**config.mk**
```make
export PLATFORM = sky130hd
export DESIGN_NAME = flash_program_erase_sequencer
export DESIGN_NICKNAME = d
export VERILOG_FILES = /design/src/rtl/fpes_pkg.sv /design/src/rtl/flash_program_erase_sequencer.sv
export SDC_FILE = /design/constraint.sdc
export NUM_CORES = 1
export LEC_CHECK = 0
export BUFFER_PORTS_ARGS = -buffer_cell sky130_fd_sc_hd__buf_2
export CORE_MARGIN = 8
export CORE_UTILIZATION = 60
export CTS_BUF_LIST = sky130_fd_sc_hd__clkbuf_16
export CTS_CLUSTER_SIZE = 30
export DETAILED_ROUTE_END_ITERATION = 8
export PLACE_DENSITY = 0.9
export SYNTH_ARGS = -nofsm -noshare
export SYNTH_HDL_FRONTEND = slang
export SYNTH_SLANG_ARGS = --single-unit
export TNS_END_PERCENT = 10
```
**constraint.sdc**
```tcl
create_clock -name i_clk -period 12.1 [get_ports i_clk]
set_input_delay 0.605 -clock i_clk [delete_from_list [all_inputs] [get_ports i_clk]]
set_output_delay 0.605 -clock i_clk [all_outputs]
set_load 0.02 [all_outputs]
```
**src/rtl/fpes_pkg.sv**
```systemverilog
package fpes_pkg;

    // Address and size widths of the flash array
    localparam int ADDR_BITS = 17;
    localparam int SIZE_W    = 18;
    localparam int CMP_W     = ((ADDR_BITS >= SIZE_W) ? ADDR_BITS : SIZE_W) + 1;

    // Register map, index into paddr[3:2]
    localparam logic [1:0] REG_FLASH_SIZE  = 2'd0;
    localparam logic [1:0] REG_PGM_LIMIT   = 2'd1;
    localparam logic [1:0] REG_ERASE_LIMIT = 2'd2;

    // Register reset values
    localparam logic [SIZE_W-1:0] FLASH_SIZE_RST  = SIZE_W'(131072);
    localparam logic [7:0]        PGM_LIMIT_RST   = 8'd25;
    localparam logic [15:0]       ERASE_LIMIT_RST = 16'd1000;

    // Flash command bytes
    localparam logic [7:0] CMD_PROGRAM      = 8'h40;
    localparam logic [7:0] CMD_PGM_VERIFY   = 8'hC0;
    localparam logic [7:0] CMD_ERASE        = 8'h20;
    localparam logic [7:0] CMD_ERASE_VERIFY = 8'hA0;
    localparam logic [7:0] CMD_READ_ID      = 8'h90;
    localparam logic [7:0] CMD_READ_MODE    = 8'hFF;
    localparam logic [7:0] ERASED_BYTE      = 8'hFF;
    localparam logic [7:0] MAKER_ID         = 8'h31;
    localparam logic [7:0] DEVICE_ID        = 8'hBD;

    typedef logic [ADDR_BITS-1:0] t_addr;

    typedef enum logic [1:0] {
        MODE_PROGRAM  = 2'd0,
        MODE_ERASE    = 2'd1,
        MODE_IDENTIFY = 2'd2,
        MODE_READBACK = 2'd3
    } t_mode;

    typedef enum logic [2:0] {
        OP_SEL    = 3'd0,
        OP_ADDR   = 3'd1,
        OP_WRITE  = 3'd2,
        OP_READ   = 3'd3,
        OP_WAIT   = 3'd4,
        OP_FINISH = 3'd5
    } t_op;

    typedef enum logic [1:0] {
        W_10US = 2'd0,
        W_6US  = 2'd1,
        W_10MS = 2'd2
    } t_wait;

    typedef enum logic [1:0] {
        ST_OK        = 2'd0,
        ST_PGM_LIMIT = 2'd1,
        ST_ERA_LIMIT = 2'd2,
        ST_BAD_SIG   = 2'd3
    } t_status;

    // Bus operation sequences that one input can trigger
    typedef enum logic [3:0] {
        SC_PGM_START,
        SC_ID_START,
        SC_PGM_PULSE,
        SC_FINISH,
        SC_ERA_NEXT,
        SC_ERA_BEGIN,
        SC_ERA_VERIFY,
        SC_ERA_DONE,
        SC_ERA_PULSE,
        SC_DEV
    } t_script;

    typedef struct packed {
        t_op         op;
        logic        son;
        t_addr       addr;
        logic [7:0]  data;
        t_wait       wt;
        t_status     st;
        logic        last;
    } t_beat;

    function automatic t_beat mk(t_op op, logic son, t_addr a, logic [7:0] d,
                                 t_wait w, t_status s);
        t_beat b;
        b.op   = op;
        b.son  = son;
        b.addr = a;
        b.data = d;
        b.wt   = w;
        b.st   = s;
        b.last = 1'b0;
        return b;
    endfunction

    // One program pulse: 0x40, data, wait, 0xC0, wait, read
    function automatic t_beat pgm_op(logic [2:0] k, logic [7:0] tb);
        t_beat b;
        case (k)
            3'd0:    b = mk(OP_WRITE, 1'b0, '0, CMD_PROGRAM, W_10US, ST_OK);
            3'd1:    b = mk(OP_WRITE, 1'b0, '0, tb, W_10US, ST_OK);
            3'd2:    b = mk(OP_WAIT, 1'b0, '0, 8'h00, W_10US, ST_OK);
            3'd3:    b = mk(OP_WRITE, 1'b0, '0, CMD_PGM_VERIFY, W_10US, ST_OK);
            3'd4:    b = mk(OP_WAIT, 1'b0, '0, 8'h00, W_6US, ST_OK);
            default: b = mk(OP_READ, 1'b0, '0, 8'h00, W_10US, ST_OK);
        endcase
        return b;
    endfunction

    // Erase pulse (steps 0-2) followed by erase verify (steps 3-6)
    function automatic t_beat era_op(logic [2:0] k, t_addr a);
        t_beat b;
        case (k)
            3'd0:    b = mk(OP_WRITE, 1'b0, '0, CMD_ERASE, W_10US, ST_OK);
            3'd1:    b = mk(OP_WRITE, 1'b0, '0, CMD_ERASE, W_10US, ST_OK);
            3'd2:    b = mk(OP_WAIT, 1'b0, '0, 8'h00, W_10MS, ST_OK);
            3'd3:    b = mk(OP_ADDR, 1'b0, a, 8'h00, W_10US, ST_OK);
            3'd4:    b = mk(OP_WRITE, 1'b0, '0, CMD_ERASE_VERIFY, W_10US, ST_OK);
            3'd5:    b = mk(OP_WAIT, 1'b0, '0, 8'h00, W_6US, ST_OK);
            default: b = mk(OP_READ, 1'b0, '0, 8'h00, W_10US, ST_OK);
        endcase
        return b;
    endfunction

    function automatic logic [3:0] script_len(t_script sc);
        logic [3:0] n;
        unique case (sc)
            SC_PGM_START:  n = 4'd8;
            SC_ID_START:   n = 4'd4;
            SC_PGM_PULSE:  n = 4'd6;
            SC_FINISH:     n = 4'd2;
            SC_ERA_NEXT:   n = 4'd9;
            SC_ERA_BEGIN:  n = 4'd10;
            SC_ERA_VERIFY: n = 4'd4;
            SC_ERA_DONE:   n = 4'd3;
            SC_ERA_PULSE:  n = 4'd7;
            SC_DEV:        n = 4'd4;
            default:       n = 4'd1;
        endcase
        return n;
    endfunction

    // Decode one bus operation of a sequence
    function automatic t_beat script_beat(t_script sc, logic [3:0] step, t_addr a,
                                          logic [7:0] tb, t_status st);
        t_beat      b;
        logic [3:0] k2;
        logic [3:0] k3;
        logic [3:0] kv;
        k2 = step - 4'd2;
        k3 = step - 4'd3;
        kv = step + 4'd3;
        unique case (sc)
            SC_PGM_START: begin
                case (step)
                    4'd0:    b = mk(OP_SEL, 1'b1, '0, 8'h00, W_10US, ST_OK);
                    4'd1:    b = mk(OP_ADDR, 1'b0, a, 8'h00, W_10US, ST_OK);
                    default: b = pgm_op(k2[2:0], tb);
                endcase
            end
            SC_ID_START: begin
                case (step)
                    4'd0:    b = mk(OP_SEL, 1'b1, '0, 8'h00, W_10US, ST_OK);
                    4'd1:    b = mk(OP_ADDR, 1'b0, '0, 8'h00, W_10US, ST_OK);
                    4'd2:    b = mk(OP_WRITE, 1'b0, '0, CMD_READ_ID, W_10US, ST_OK);
                    default: b = mk(OP_READ, 1'b0, '0, 8'h00, W_10US, ST_OK);
                endcase
            end
            SC_PGM_PULSE: b = pgm_op(step[2:0], tb);
            SC_FINISH: begin
                case (step)
                    4'd0:    b = mk(OP_SEL, 1'b0, '0, 8'h00, W_10US, ST_OK);
                    default: b = mk(OP_FINISH, 1'b0, '0, 8'h00, W_10US, st);
                endcase
            end
            SC_ERA_NEXT: begin
                case (step)
                    4'd0:    b = mk(OP_SEL, 1'b0, '0, 8'h00, W_10US, ST_OK);
                    4'd1:    b = mk(OP_SEL, 1'b1, '0, 8'h00, W_10US, ST_OK);
                    4'd2:    b = mk(OP_ADDR, 1'b0, a, 8'h00, W_10US, ST_OK);
                    default: b = pgm_op(k3[2:0], tb);
                endcase
            end
            SC_ERA_BEGIN: begin
                case (step)
                    4'd0:    b = mk(OP_SEL, 1'b0, '0, 8'h00, W_10US, ST_OK);
                    4'd1:    b = mk(OP_SEL, 1'b1, '0, 8'h00, W_10US, ST_OK);
                    4'd2:    b = mk(OP_ADDR, 1'b0, '0, 8'h00, W_10US, ST_OK);
                    default: b = era_op(k3[2:0], a);
                endcase
            end
            SC_ERA_VERIFY: b = era_op(kv[2:0], a);
            SC_ERA_DONE: begin
                case (step)
                    4'd0:    b = mk(OP_WRITE, 1'b0, '0, CMD_READ_MODE, W_10US, ST_OK);
                    4'd1:    b = mk(OP_SEL, 1'b0, '0, 8'h00, W_10US, ST_OK);
                    default: b = mk(OP_FINISH, 1'b0, '0, 8'h00, W_10US, ST_OK);
                endcase
            end
            SC_ERA_PULSE: b = era_op(step[2:0], a);
            SC_DEV: begin
                case (step)
                    4'd0:    b = mk(OP_ADDR, 1'b0, '0, 8'h00, W_10US, ST_OK);
                    4'd1:    b = mk(OP_WRITE, 1'b0, '0, CMD_READ_ID, W_10US, ST_OK);
                    4'd2:    b = mk(OP_ADDR, 1'b0, t_addr'(1), 8'h00, W_10US, ST_OK);
                    default: b = mk(OP_READ, 1'b0, '0, 8'h00, W_10US, ST_OK);
                endcase
            end
            default: b = mk(OP_FINISH, 1'b0, '0, 8'h00, W_10US, st);
        endcase
        b.last = (step == (script_len(sc) - 4'd1));
        return b;
    endfunction

endpackage

```
**src/rtl/flash_program_erase_sequencer.sv**
```systemverilog
// Quick-pulse program / erase / identify sequencer for a parallel flash.
// Slave stream: tuser carries the request kind (program, erase, identify,
// or a byte read back from the flash); tdata carries chip, address, data.
// Master stream: one beat per bus operation; tuser is the operation code,
// tdata carries chip select, address, data, wait length and final status,
// tlast marks the final operation caused by one input beat.
// APB port: flash_size at 0x0, program pulse limit at 0x4, erase pulse
// limit at 0x8; writes complete in the access cycle, pready is tied high.
// Flow: an accepted beat is decoded into a sequence in a pending slot and
// moved to the emitter once the emitter is free or hands over the last
// operation of its sequence, so its first operation is offered from the
// emitter slot. The emitter issues one operation per cycle while
// m_axis_tready is high, 2 to 10 operations per input beat (none for an
// ignored beat: a start while a job runs, or a read-back while idle). The
// pending slot takes the next input beat while the emitter still drains
// the previous sequence.
// A stall on the master side holds the current operation and, once the
// pending slot is full, holds s_axis_tready low.
// Reset returns to idle, empties both slots and restores register defaults.
module flash_program_erase_sequencer (
    input  logic        i_clk,
    input  logic        i_rst_n,
    // slave stream
    input  logic        s_axis_tvalid,
    output logic        s_axis_tready,
    input  logic [31:0] s_axis_tdata,   // chip[0], address[17:1], data[25:18], zero
    input  logic [1:0]  s_axis_tuser,   // mode[1:0]
    // master stream
    output logic        m_axis_tvalid,
    input  logic        m_axis_tready,
    output logic [31:0] m_axis_tdata,   // chip_sel[0], select_on[1], bus_address[18:2],
                                        // bus_data[26:19], wait_kind[28:27],
                                        // status[30:29], zero[31]
    output logic [2:0]  m_axis_tuser,   // op[2:0]
    output logic        m_axis_tlast,
    // configuration
    input  logic        psel,
    input  logic        penable,
    input  logic        pwrite,
    input  logic [3:0]  paddr,
    input  logic [31:0] pwdata,
    output logic [31:0] prdata,
    output logic        pready
);
    import fpes_pkg::*;

    typedef enum logic [3:0] {
        PH_IDLE,
        PH_PGM,
        PH_ERA,
        PH_MFR,
        PH_DEV
    } t_phase;

    // configuration registers
    logic [SIZE_W-1:0] r_flash_size;
    logic [7:0]        r_pgm_limit;
    logic [15:0]       r_era_limit;

    // sequencer state
    t_phase      r_phase,    n_phase;
    logic        r_chip,     n_chip;
    t_addr       r_cur,      n_cur;
    logic [7:0]  r_tb,       n_tb;
    logic [15:0] r_pc,       n_pc;
    logic [1:0]  r_kind,     n_kind;
    logic [7:0]  r_maker,    n_maker;

    // pending sequence slot
    logic        r_p_valid;
    t_script     r_p_script;
    t_addr       r_p_addr;
    logic [7:0]  r_p_tb;
    t_status     r_p_st;
    logic        r_p_chip;

    // emitter slot
    logic        r_e_valid;
    t_script     r_e_script;
    t_addr       r_e_addr;
    logic [7:0]  r_e_tb;
    t_status     r_e_st;
    logic        r_e_chip;
    logic [3:0]  r_e_step;

    // decoded new sequence
    logic        c_has;
    t_script     c_script;
    t_addr       c_addr;
    logic [7:0]  c_tb;
    t_status     c_st;
    logic        c_chip;

    t_mode       in_mode;
    logic        in_chip;
    t_addr       in_addr;
    logic [7:0]  in_data;
    logic        in_fire;
    logic        cfg_wr;
    logic [CMP_W-1:0] next_addr;
    logic [CMP_W-1:0] eff_size;
    logic [CMP_W-1:0] size_ext;
    logic [15:0] pc_inc;
    logic [15:0] pgm_lim;
    logic [15:0] era_lim;
    t_beat       beat;
    logic        out_fire;
    logic        e_done;
    logic        move;

    // unpack the input beat
    assign in_mode = t_mode'(s_axis_tuser);
    assign in_chip = s_axis_tdata[0];
    assign in_addr = s_axis_tdata[ADDR_BITS:1];
    assign in_data = s_axis_tdata[ADDR_BITS+8:ADDR_BITS+1];

    assign s_axis_tready = ~r_p_valid;
    assign in_fire       = s_axis_tvalid & ~r_p_valid;

    // effective size, limits and next address
    assign size_ext  = CMP_W'(r_flash_size);
    assign next_addr = CMP_W'(r_cur) + CMP_W'(1);
    assign pc_inc    = r_pc + 16'd1;
    assign pgm_lim   = (r_pgm_limit == 8'd0) ? 16'd1 : {8'd0, r_pgm_limit};
    assign era_lim   = (r_era_limit == 16'd0) ? 16'd1 : r_era_limit;

    always_comb begin
        if (r_flash_size == '0) begin
            eff_size = CMP_W'(1);
        end else if (size_ext > (CMP_W'(1) << ADDR_BITS)) begin
            eff_size = CMP_W'(1) << ADDR_BITS;
        end else begin
            eff_size = size_ext;
        end
    end

    // decide the next state and the sequence for an accepted beat
    always_comb begin
        n_phase  = r_phase;
        n_chip   = r_chip;
        n_cur    = r_cur;
        n_tb     = r_tb;
        n_pc     = r_pc;
        n_kind   = r_kind;
        n_maker  = r_maker;
        c_has    = 1'b0;
        c_script = SC_FINISH;
        c_addr   = r_cur;
        c_tb     = r_tb;
        c_st     = ST_OK;
        c_chip   = r_chip;
        if (in_fire) begin
            if (r_phase == PH_IDLE) begin
                if (in_mode != MODE_READBACK) begin
                    n_chip = in_chip;
                    c_chip = in_chip;
                    n_pc   = '0;
                    n_kind = in_mode;
                    c_has  = 1'b1;
                    case (in_mode)
                        MODE_PROGRAM: begin
                            n_cur    = in_addr;
                            n_tb     = in_data;
                            c_script = SC_PGM_START;
                            c_addr   = in_addr;
                            c_tb     = in_data;
                            n_phase  = PH_PGM;
                        end
                        MODE_ERASE: begin
                            n_cur    = '0;
                            n_tb     = 8'h00;
                            c_script = SC_PGM_START;
                            c_addr   = '0;
                            c_tb     = 8'h00;
                            n_phase  = PH_PGM;
                        end
                        default: begin
                            n_cur    = '0;
                            c_script = SC_ID_START;
                            c_addr   = '0;
                            n_phase  = PH_MFR;
                        end
                    endcase
                end
            end else if (in_mode == MODE_READBACK) begin
                c_has = 1'b1;
                unique case (r_phase)
                    PH_PGM: begin
                        if (in_data == r_tb) begin
                            if (r_kind != MODE_ERASE) begin
                                c_script = SC_FINISH;
                                n_phase  = PH_IDLE;
                            end else begin
                                n_pc = '0;
                                if (next_addr < eff_size) begin
                                    n_cur    = next_addr[ADDR_BITS-1:0];
                                    c_addr   = next_addr[ADDR_BITS-1:0];
                                    c_script = SC_ERA_NEXT;
                                end else begin
                                    n_cur    = '0;
                                    c_addr   = '0;
                                    c_script = SC_ERA_BEGIN;
                                    n_phase  = PH_ERA;
                                end
                            end
                        end else begin
                            n_pc = pc_inc;
                            if (pc_inc >= pgm_lim) begin
                                c_script = SC_FINISH;
                                c_st     = ST_PGM_LIMIT;
                                n_phase  = PH_IDLE;
                            end else begin
                                c_script = SC_PGM_PULSE;
                            end
                        end
                    end
                    PH_ERA: begin
                        if (in_data == ERASED_BYTE) begin
                            if (next_addr < eff_size) begin
                                n_cur    = next_addr[ADDR_BITS-1:0];
                                c_addr   = next_addr[ADDR_BITS-1:0];
                                c_script = SC_ERA_VERIFY;
                            end else begin
                                c_script = SC_ERA_DONE;
                                n_phase  = PH_IDLE;
                            end
                        end else begin
                            n_pc = pc_inc;
                            if (pc_inc >= era_lim) begin
                                c_script = SC_FINISH;
                                c_st     = ST_ERA_LIMIT;
                                n_phase  = PH_IDLE;
                            end else begin
                                c_script = SC_ERA_PULSE;
                            end
                        end
                    end
                    PH_MFR: begin
                        n_maker  = in_data;
                        c_script = SC_DEV;
                        n_phase  = PH_DEV;
                    end
                    PH_DEV: begin
                        c_script = SC_FINISH;
                        c_st     = (r_maker == MAKER_ID && in_data == DEVICE_ID) ?
                                   ST_OK : ST_BAD_SIG;
                        n_phase  = PH_IDLE;
                    end
                    default: begin
                        c_has   = 1'b0;
                        n_phase = PH_IDLE;
                    end
                endcase
            end
        end
    end

    // emitter decode
    assign beat     = script_beat(r_e_script, r_e_step, r_e_addr, r_e_tb, r_e_st);
    assign out_fire = r_e_valid & m_axis_tready;
    assign e_done   = out_fire & beat.last;
    assign move     = r_p_valid & (~r_e_valid | e_done);

    assign m_axis_tvalid = r_e_valid;
    assign m_axis_tuser  = beat.op;
    assign m_axis_tlast  = beat.last;
    assign m_axis_tdata  = {1'b0, beat.st, beat.wt, beat.data, beat.addr, beat.son, r_e_chip};

    // configuration port
    assign pready = 1'b1;
    assign cfg_wr = psel & penable & pwrite;

    always_comb begin
        unique case (paddr[3:2])
            REG_FLASH_SIZE:  prdata = 32'(r_flash_size);
            REG_PGM_LIMIT:   prdata = 32'(r_pgm_limit);
            REG_ERASE_LIMIT: prdata = 32'(r_era_limit);
            default:         prdata = '0;
        endcase
    end

    // hold state, pending slot and emitter
    always_ff @(posedge i_clk) begin
        if (!i_rst_n) begin
            r_flash_size <= FLASH_SIZE_RST;
            r_pgm_limit  <= PGM_LIMIT_RST;
            r_era_limit  <= ERASE_LIMIT_RST;
            r_phase      <= PH_IDLE;
            r_chip       <= 1'b0;
            r_cur        <= '0;
            r_tb         <= 8'h00;
            r_pc         <= '0;
            r_kind       <= 2'd0;
            r_maker      <= 8'h00;
            r_p_valid    <= 1'b0;
            r_e_valid    <= 1'b0;
            r_e_step     <= '0;
        end else begin
            if (cfg_wr) begin
                unique case (paddr[3:2])
                    REG_FLASH_SIZE:  r_flash_size <= pwdata[SIZE_W-1:0];
                    REG_PGM_LIMIT:   r_pgm_limit  <= pwdata[7:0];
                    REG_ERASE_LIMIT: r_era_limit  <= pwdata[15:0];
                    default:         ;
                endcase
            end

            r_phase <= n_phase;
            r_chip  <= n_chip;
            r_cur   <= n_cur;
            r_tb    <= n_tb;
            r_pc    <= n_pc;
            r_kind  <= n_kind;
            r_maker <= n_maker;

            // fill the pending slot
            if (in_fire && c_has) begin
                r_p_valid  <= 1'b1;
                r_p_script <= c_script;
                r_p_addr   <= c_addr;
                r_p_tb     <= c_tb;
                r_p_st     <= c_st;
                r_p_chip   <= c_chip;
            end else if (move) begin
                r_p_valid <= 1'b0;
            end

            // advance or reload the emitter
            if (move) begin
                r_e_valid  <= 1'b1;
                r_e_script <= r_p_script;
                r_e_addr   <= r_p_addr;
                r_e_tb     <= r_p_tb;
                r_e_st     <= r_p_st;
                r_e_chip   <= r_p_chip;
                r_e_step   <= '0;
            end else if (e_done) begin
                r_e_valid <= 1'b0;
            end else if (out_fire) begin
                r_e_step <= r_e_step + 4'd1;
            end
        end
    end

endmodule

```
==> results.yml, run 1 <==
status:
  status: "completed"
logic_synthesis:
  async_flop_share: 0
  synth_area_leaders: "dfxtp_1, edfxtp_1, ha_1, nand2_1, mux2i_1"
  synthFlopType: "dfxtp_1"
  yosysTopAreaCell: "dfxtp_1"
  ys_ff_latch: 171
  ys_types: 82
  synth_top_area_frac: 0.210
  yosysSeqAreaShare: 0.398
  syn_area_per_cell_um2: 8.63
  syn_area_um2: 10200
  yosys_warnings: 0
  synthCells: 1184
  synth-edff-count: 64
sta:
  hold_viol: 0
  skew_ns: 0.0199
  tns_ns: 0
  fin_crit_ns: 4.69
  fin_ws_ns: 7.41
  max_freq_mhz: 213
  slew-limit-headroom: 0.266
  drv_slew: 0
  rsz0062_at_grt: "no"
  max_slew.worst_pin.slew_ns: 1.10
  finalCritPeriodShare: 0.388
  finalSetupViolCount: 0
route:
  met1_length_um: 10800
  drt_iter0_markers: 987
  ant_nets: 0
  route.met3.wl_um: 2380
  vias: 9221
  via_per_inst: 6.18
  wl_per_cell_um: 18.0
  dr.max_layer_used: "met4"
  first_pass_iters: 6
  routed_wirelength_um: 26800
  dr_wl_met2_um: 12900
  remaining_drc_errors: 0
cells_and_area:
  filler_cell_count: 1243
  final_layout_size_suffix_gt1_frac: 0.138
  multi_input_area_um2: 5680
  final_common_cell: "nand2_1"
  utilization: 0.686
  diodes: 0
  layout_common_cells: "nand2_1, buf_2, dfxtp_1, nor2_1, a21oi_1"
  fin_nets: 1392
  seqCellArea_um2: 4060
  syn2layout_area_growth_pct: 11.7
clocking:
  cts-buffers-inserted: 17
  htreeDepth: 4
  cts_sinks: 171
  path_clk_slew_ns: 0.08
  tritoncts: "built"
  holdBufCountCts: 0
  insertion_delay_ns: 0.44
  cts-root-buf: "clkbuf_16"
  post_cts_resized: 0
  clk_path_buf_depth: 2
  cts_setup_buffers: 0
global_routing:
  grt-ovfl-total: 0
  grt_util_all_layers: 0.243
  grt_max_degree: 68
  grt_pass1_vias: 8880
  grt_pass1_wl_um: 43400
  antenna_found_initial: 0
job:
  max-cap-violations: 0
power_and_ir_drop:
  irDropWorstVdd_mv: 0.102
  leakagePower_nw: 4.75
  powerDensity_nw_per_um2: 128
critical_path:
  critPathCaptureType: "output port"
  cp.required_ns: 11.49
  critPathLaunchType: "register"
  path_max_fanout: 20
  arrival_ns: 4.09
  criticalPathCategory: "register to output port"
min_path:
  hold_path.class: "primary input to register"
floorplanning:
  start_util: 0.614
  die-area_um2: 21500
  die_h_um: 147
  ios: 148
  num_rows: 47
  core_area_um2: 16600
  die_w_um: 147
placed_design:
  place_ws_ns: 7.68
  dpl.hpwl_um: 19100
  numPortBuffers: 109
  gp_congestion: 0.954
flip-flops by register name, summed over array words and instances (netlist names), 2 cells and up, named ones only:
register / count
r_tb: 8
r_p_script: 4
r_p_tb: 8
r_pc: 16
r_flash_size: 18
r_p_addr: 17
r_e_st: 2
r_e_tb: 8
r_maker: 8
r_cur: 17
r_p_st: 2
r_pgm_limit: 8
r_e_script: 4
r_kind: 2
r_e_step: 4
r_phase: 3
r_e_addr: 17
r_era_limit: 16
metal layers:
metal  vias to the layer above  global-route usage
met5                         -                   0
met4                         0              0.0907
met3                        76              0.0593
met2                       498               0.411
met1                      4292               0.293
li1                       4355                   -
power by group:
| part | switching [mW] | leakage [nW] | internal [mW] |
|---|---|---|---|
| Sequential | 0.0280 | 1.46 | 0.634 |
| Clock | 0.268 | 0.295 | 0.282 |
| Combinational | 0.165 | 3.00 | 0.0839 |
worst max-delay path: stages, from the launching register on:
cell,delay [ns]
dfxtp_1,0.52
inv_1,0.16
ha_1,0.47
o21ai_0,0.63
nand2_1,0.20
nor3_1,0.67
a221o_1,0.59
nand2_1,0.12
o31ai_1,0.08
buf_2,0.21
per-stage QoR:
| step | total power, mW | std cells | instance area [um^2] | hold WS [ns] |
|---|---|---|---|---|
| final | 1.46 | 1491 | 11400 | 0.393 |
| after global placement | 0.905 | 1459 | 10800 | 0.401 |
| after CTS | 1.46 | 1491 | 11400 | 0.382 |
| after detailed placement | 0.915 | 1459 | 10800 | 0.405 |
| after global routing | 1.51 | 1491 | 11400 | 0.401 |
| after floorplan | 0.848 | 1198 | 10300 | 0.400 |
synth_stat cells (37+ instances only):
master    instances
nand2_1         164
dfxtp_1         107
nor2_1           92
a21oi_1          72
o21ai_0          66
edfxtp_1         64
ha_1             57
clkbuf_1         45
inv_1            44
and2_1           43
nand3_1          41
mux2i_1          37
cells by family after synthesis:
| kind of cell | after synthesis | synth area share |
|---|---|---|
| AOI/OAI and AO/OA | 258 | 0.161 |
| xor gates and xnor gates | 49 | 0.0420 |
| adders and majority gates | 57 | 0.0698 |
| buffers and inverters | 121 | 0.0529 |
| DFF | 171 | 0.398 |
| muxes | 39 | 0.0384 |
| other | 2 | 0.000735 |
| and+or+nand+nor | 487 | 0.237 |
final timing paths:
kind	startpoint	end	slack (ns)	cells after the start
worst min register to register	r_p_chip	r_e_chip	0.42	0
worst min-delay path	pwdata[16]	r_flash_size[16]	0.39	3
worst max-delay path	r_e_step[0]	m_axis_tdata[2]	7.41	9
worst max register to register	r_cur[2]	r_cur[6]	7.50	16
final cells by class:
| cell class | count | area share |
|---|---|---|
| Multi-Input combinational cell | 906 | 0.498 |
| Sequential cell | 171 | 0.356 |
| Timing Repair Buffer | 116 | 0.0524 |
| Clock buffer | 17 | 0.0373 |
| Tap cell | 220 | 0.0241 |
| Clock inverter | 15 | 0.0171 |
| Inverter | 46 | 0.0151 |
Note: power is estimated with default switching activity, not from simulation.
==> run 2, diff against run 1 <==
- ABC_AREA: default -> 1
- CORE_UTILIZATION: 60 -> 59
- PLACE_DENSITY: 0.9 -> 0.89
- clock period: 12.1 -> 4.69 ns (I/O delays scaled with it)
==> results.yml, run 2 <==
cells_and_area:
  regMostFlops: "r_flash_size"
  layout_common_cells: "nand2_1, inv_1, nor2_1, o21ai_0, buf_2"
  fin_cells: 1823
  final_common_cell: "nand2_1"
  stdcell_area_um2: 12000
  final_layout_size_suffix_gt1_frac: 0.133
  syn2layout_area_growth_pct: 12.1
  fin_nets: 1714
  largest_reg_flops: 18
logic_synthesis:
  ys_ff_latch: 171
  synth.top_cells.by_count: "nand2_1, inv_1, nor2_1"
  synthCells: 1481
  yosys_warnings: 0
  syn_area_per_cell_um2: 7.21
  synthFlopType: "dfxtp_1"
  synth_area_leaders: "dfxtp_1, edfxtp_1, nand2_1, inv_1, ha_1"
  ys_types: 57
  async_flop_share: 0
  yosysSeqAreaShare: 0.380
  synth-edff-count: 64
  syn_area_um2: 10700
  yosysTopAreaCell: "dfxtp_1"
  synth_top_area_frac: 0.201
  yosysMostFrequentCell: "nand2_1"
clocking:
  htreeDepth: 4
  tritoncts: "built"
  cts_setup_buffers: 0
  post_cts_resized: 0
  cts_sinks: 171
  cts-buffers-inserted: 17
  clk_path_buf_depth: 2
  cts-root-buf: "clkbuf_16"
  path_clk_slew_ns: 0.08
  holdBufCountCts: 0
  insertion_delay_ns: 0.44
floorplanning:
  core_area_um2: 17800
  die_w_um: 151
  start_util: 0.599
  ios: 148
  die_h_um: 151
  num_rows: 49
  die-area_um2: 22700
power_and_ir_drop:
  combPwrFrac: 0.145
  switchingPower_mw: 1.13
  clockPowerShare: 0.402
  powerDensity_nw_per_um2: 304
  leakagePower_nw: 5.58
  p_int_mw: 2.50
  seqPwrFrac: 0.452
  irDropWorstVdd_mv: 0.225
  swShare: 0.312
critical_path:
  critPathLaunchType: "register"
  slowest_stage: "dfxtp_1"
  cpPeakStageDelay_ns: 0.45
  reg2reg_slack_ns: 0.84
  r2r-end: "r_p_addr[0]"
  cp.required_ns: 4.99
  rr_worst_depth: 23
  critPathCaptureType: "register"
  path_max_fanout: 8
  criticalPathCategory: "register to register"
  arrival_ns: 4.15
  cp_cell_sequence: "ha_1 > nand3_1 > inv_1 > nand4_1 > nor3_2 > nand3_1 > xor2_1 > inv_1 > ha_1 > a21oi_1 > o21ai_1 > nand2_1 > nand3b_1 > nor2_1 > buf_4 > nand2_2 > inv_1 > ha_1 > o21ai_0 > nand2_1 > o21ai_0 > nand2_1 > nand3_1"
  r2r-start: "r_cur[0]"
min_path:
  min_from: "pwdata[17]"
  hold_depth: 3
  hold_path.class: "primary input to register"
  holdPathEnd: "r_flash_size[17]"
placed_design:
  place_inst: 1790
  gp_congestion: 0.945
  dpl_cell_area_um2: 11300
  numPortBuffers: 109
  place_ws_ns: 0.984
  dpl.hpwl_um: 21700
sta:
  fin_ws_ns: 0.841
  fin_crit_ns: 3.85
  skew_ns: 0.0118
  hold_viol: 0
  rsz0062_at_grt: "no"
  max_freq_mhz: 260
  max_slew.worst_pin.slew_ns: 1.20
  slew-limit-headroom: 0.198
  finalSetupViolCount: 0
  whs_ns: 0.0161
  finalCritPeriodShare: 0.821
  drv_slew: 0
  tns_ns: 0
global_routing:
  grt_pass1_vias: 9798
  grt_util_all_layers: 0.257
  grt_max_degree: 56
  antenna_found_initial: 0
  grt_pass1_wl_um: 47100
  grt-ovfl-total: 0
status:
  status: "completed"
job:
  max-cap-violations: 0
route:
  remaining_drc_errors: 0
  ant_nets: 0
  wl_per_cell_um: 16.0
  drt_iter0_markers: 880
  vias: 10300
  first_pass_iters: 5
  routed_wirelength_um: 29200
  via_per_inst: 5.63
==> run 2: power groups by stage <==
| stage | registers (mW) | logic [mW] | clock network [mW] |
|---|---|---|---|
| finish | 1.64 | 0.528 | 1.46 |
| global route | 1.65 | 0.584 | 1.52 |
| CTS | 1.64 | 0.520 | 1.47 |
| detailed placement | 1.68 | 0.511 | 0 |
| global placement | 1.67 | 0.499 | 0 |
| floorplan | 1.67 | 0.380 | 0 |
==> run 2: worst max-delay path by stage <==
stage,from,end,slack [ns],depth (start not counted)
after floorplan,r_cur[0],r_p_addr[0],1.34,22
after global placement,r_cur[0],r_p_addr[0],1.03,23
after detailed placement,r_cur[0],r_p_addr[0],0.98,23
after CTS,r_cur[0],r_p_addr[0],0.95,23
after global routing,r_cur[1],r_p_addr[0],0.58,23
final,r_cur[0],r_p_addr[0],0.84,23
==> run 2: metal layers <==
metal,share of wire,track usage
met1,0.41,0.313
met2,0.48,0.433
met3,0.078,0.0469
met4,0.034,0.116
met5,0,0
==> run 2: through the flow <==
step                 util  power, mW
floorplan               -       2.05
global placement    0.636       2.17
detailed placement  0.636       2.19
CTS                 0.671       3.63
global route        0.671       3.76
finish              0.671       3.63
==> run 2: cell families (layout without fill, tap and decap cells) <==
logic type | Yosys count | count (layout) | synth area share
XOR/XNOR | 21 | 21 | 0.0172
other | 2 | 17 | 0.000703
AND/OR/NAND/NOR | 661 | 661 | 0.271
flip-flops | 171 | 171 | 0.380
AO/OA/AOI/OAI | 279 | 279 | 0.153
buffers and inverters | 290 | 388 | 0.111
adder cells (fa/ha/maj) | 57 | 57 | 0.0668
==> run 2: critical path, delay by kind of cell, from the launching register on <==
kind,cells,cell delay [ns]
AND/OR/NAND/NOR,11,1.39
flip-flops,1,0.45
buffers and inverters,4,0.45
AO/OA/AOI/OAI,4,0.49
XOR/XNOR,1,0.15
adder cells (fa/ha/maj),3,0.76
==> run 2: area by class of cell <==
type                       instances  area [um^2]
timing repair buffer             117          606
sequential                       171         4060
tap                              229          287
multi-input combinational       1034         5490
clock buffer                      17          425
clock inverter                    15          206
fill                            1472         5870
inverter                         239          897
antenna                            1         2.50
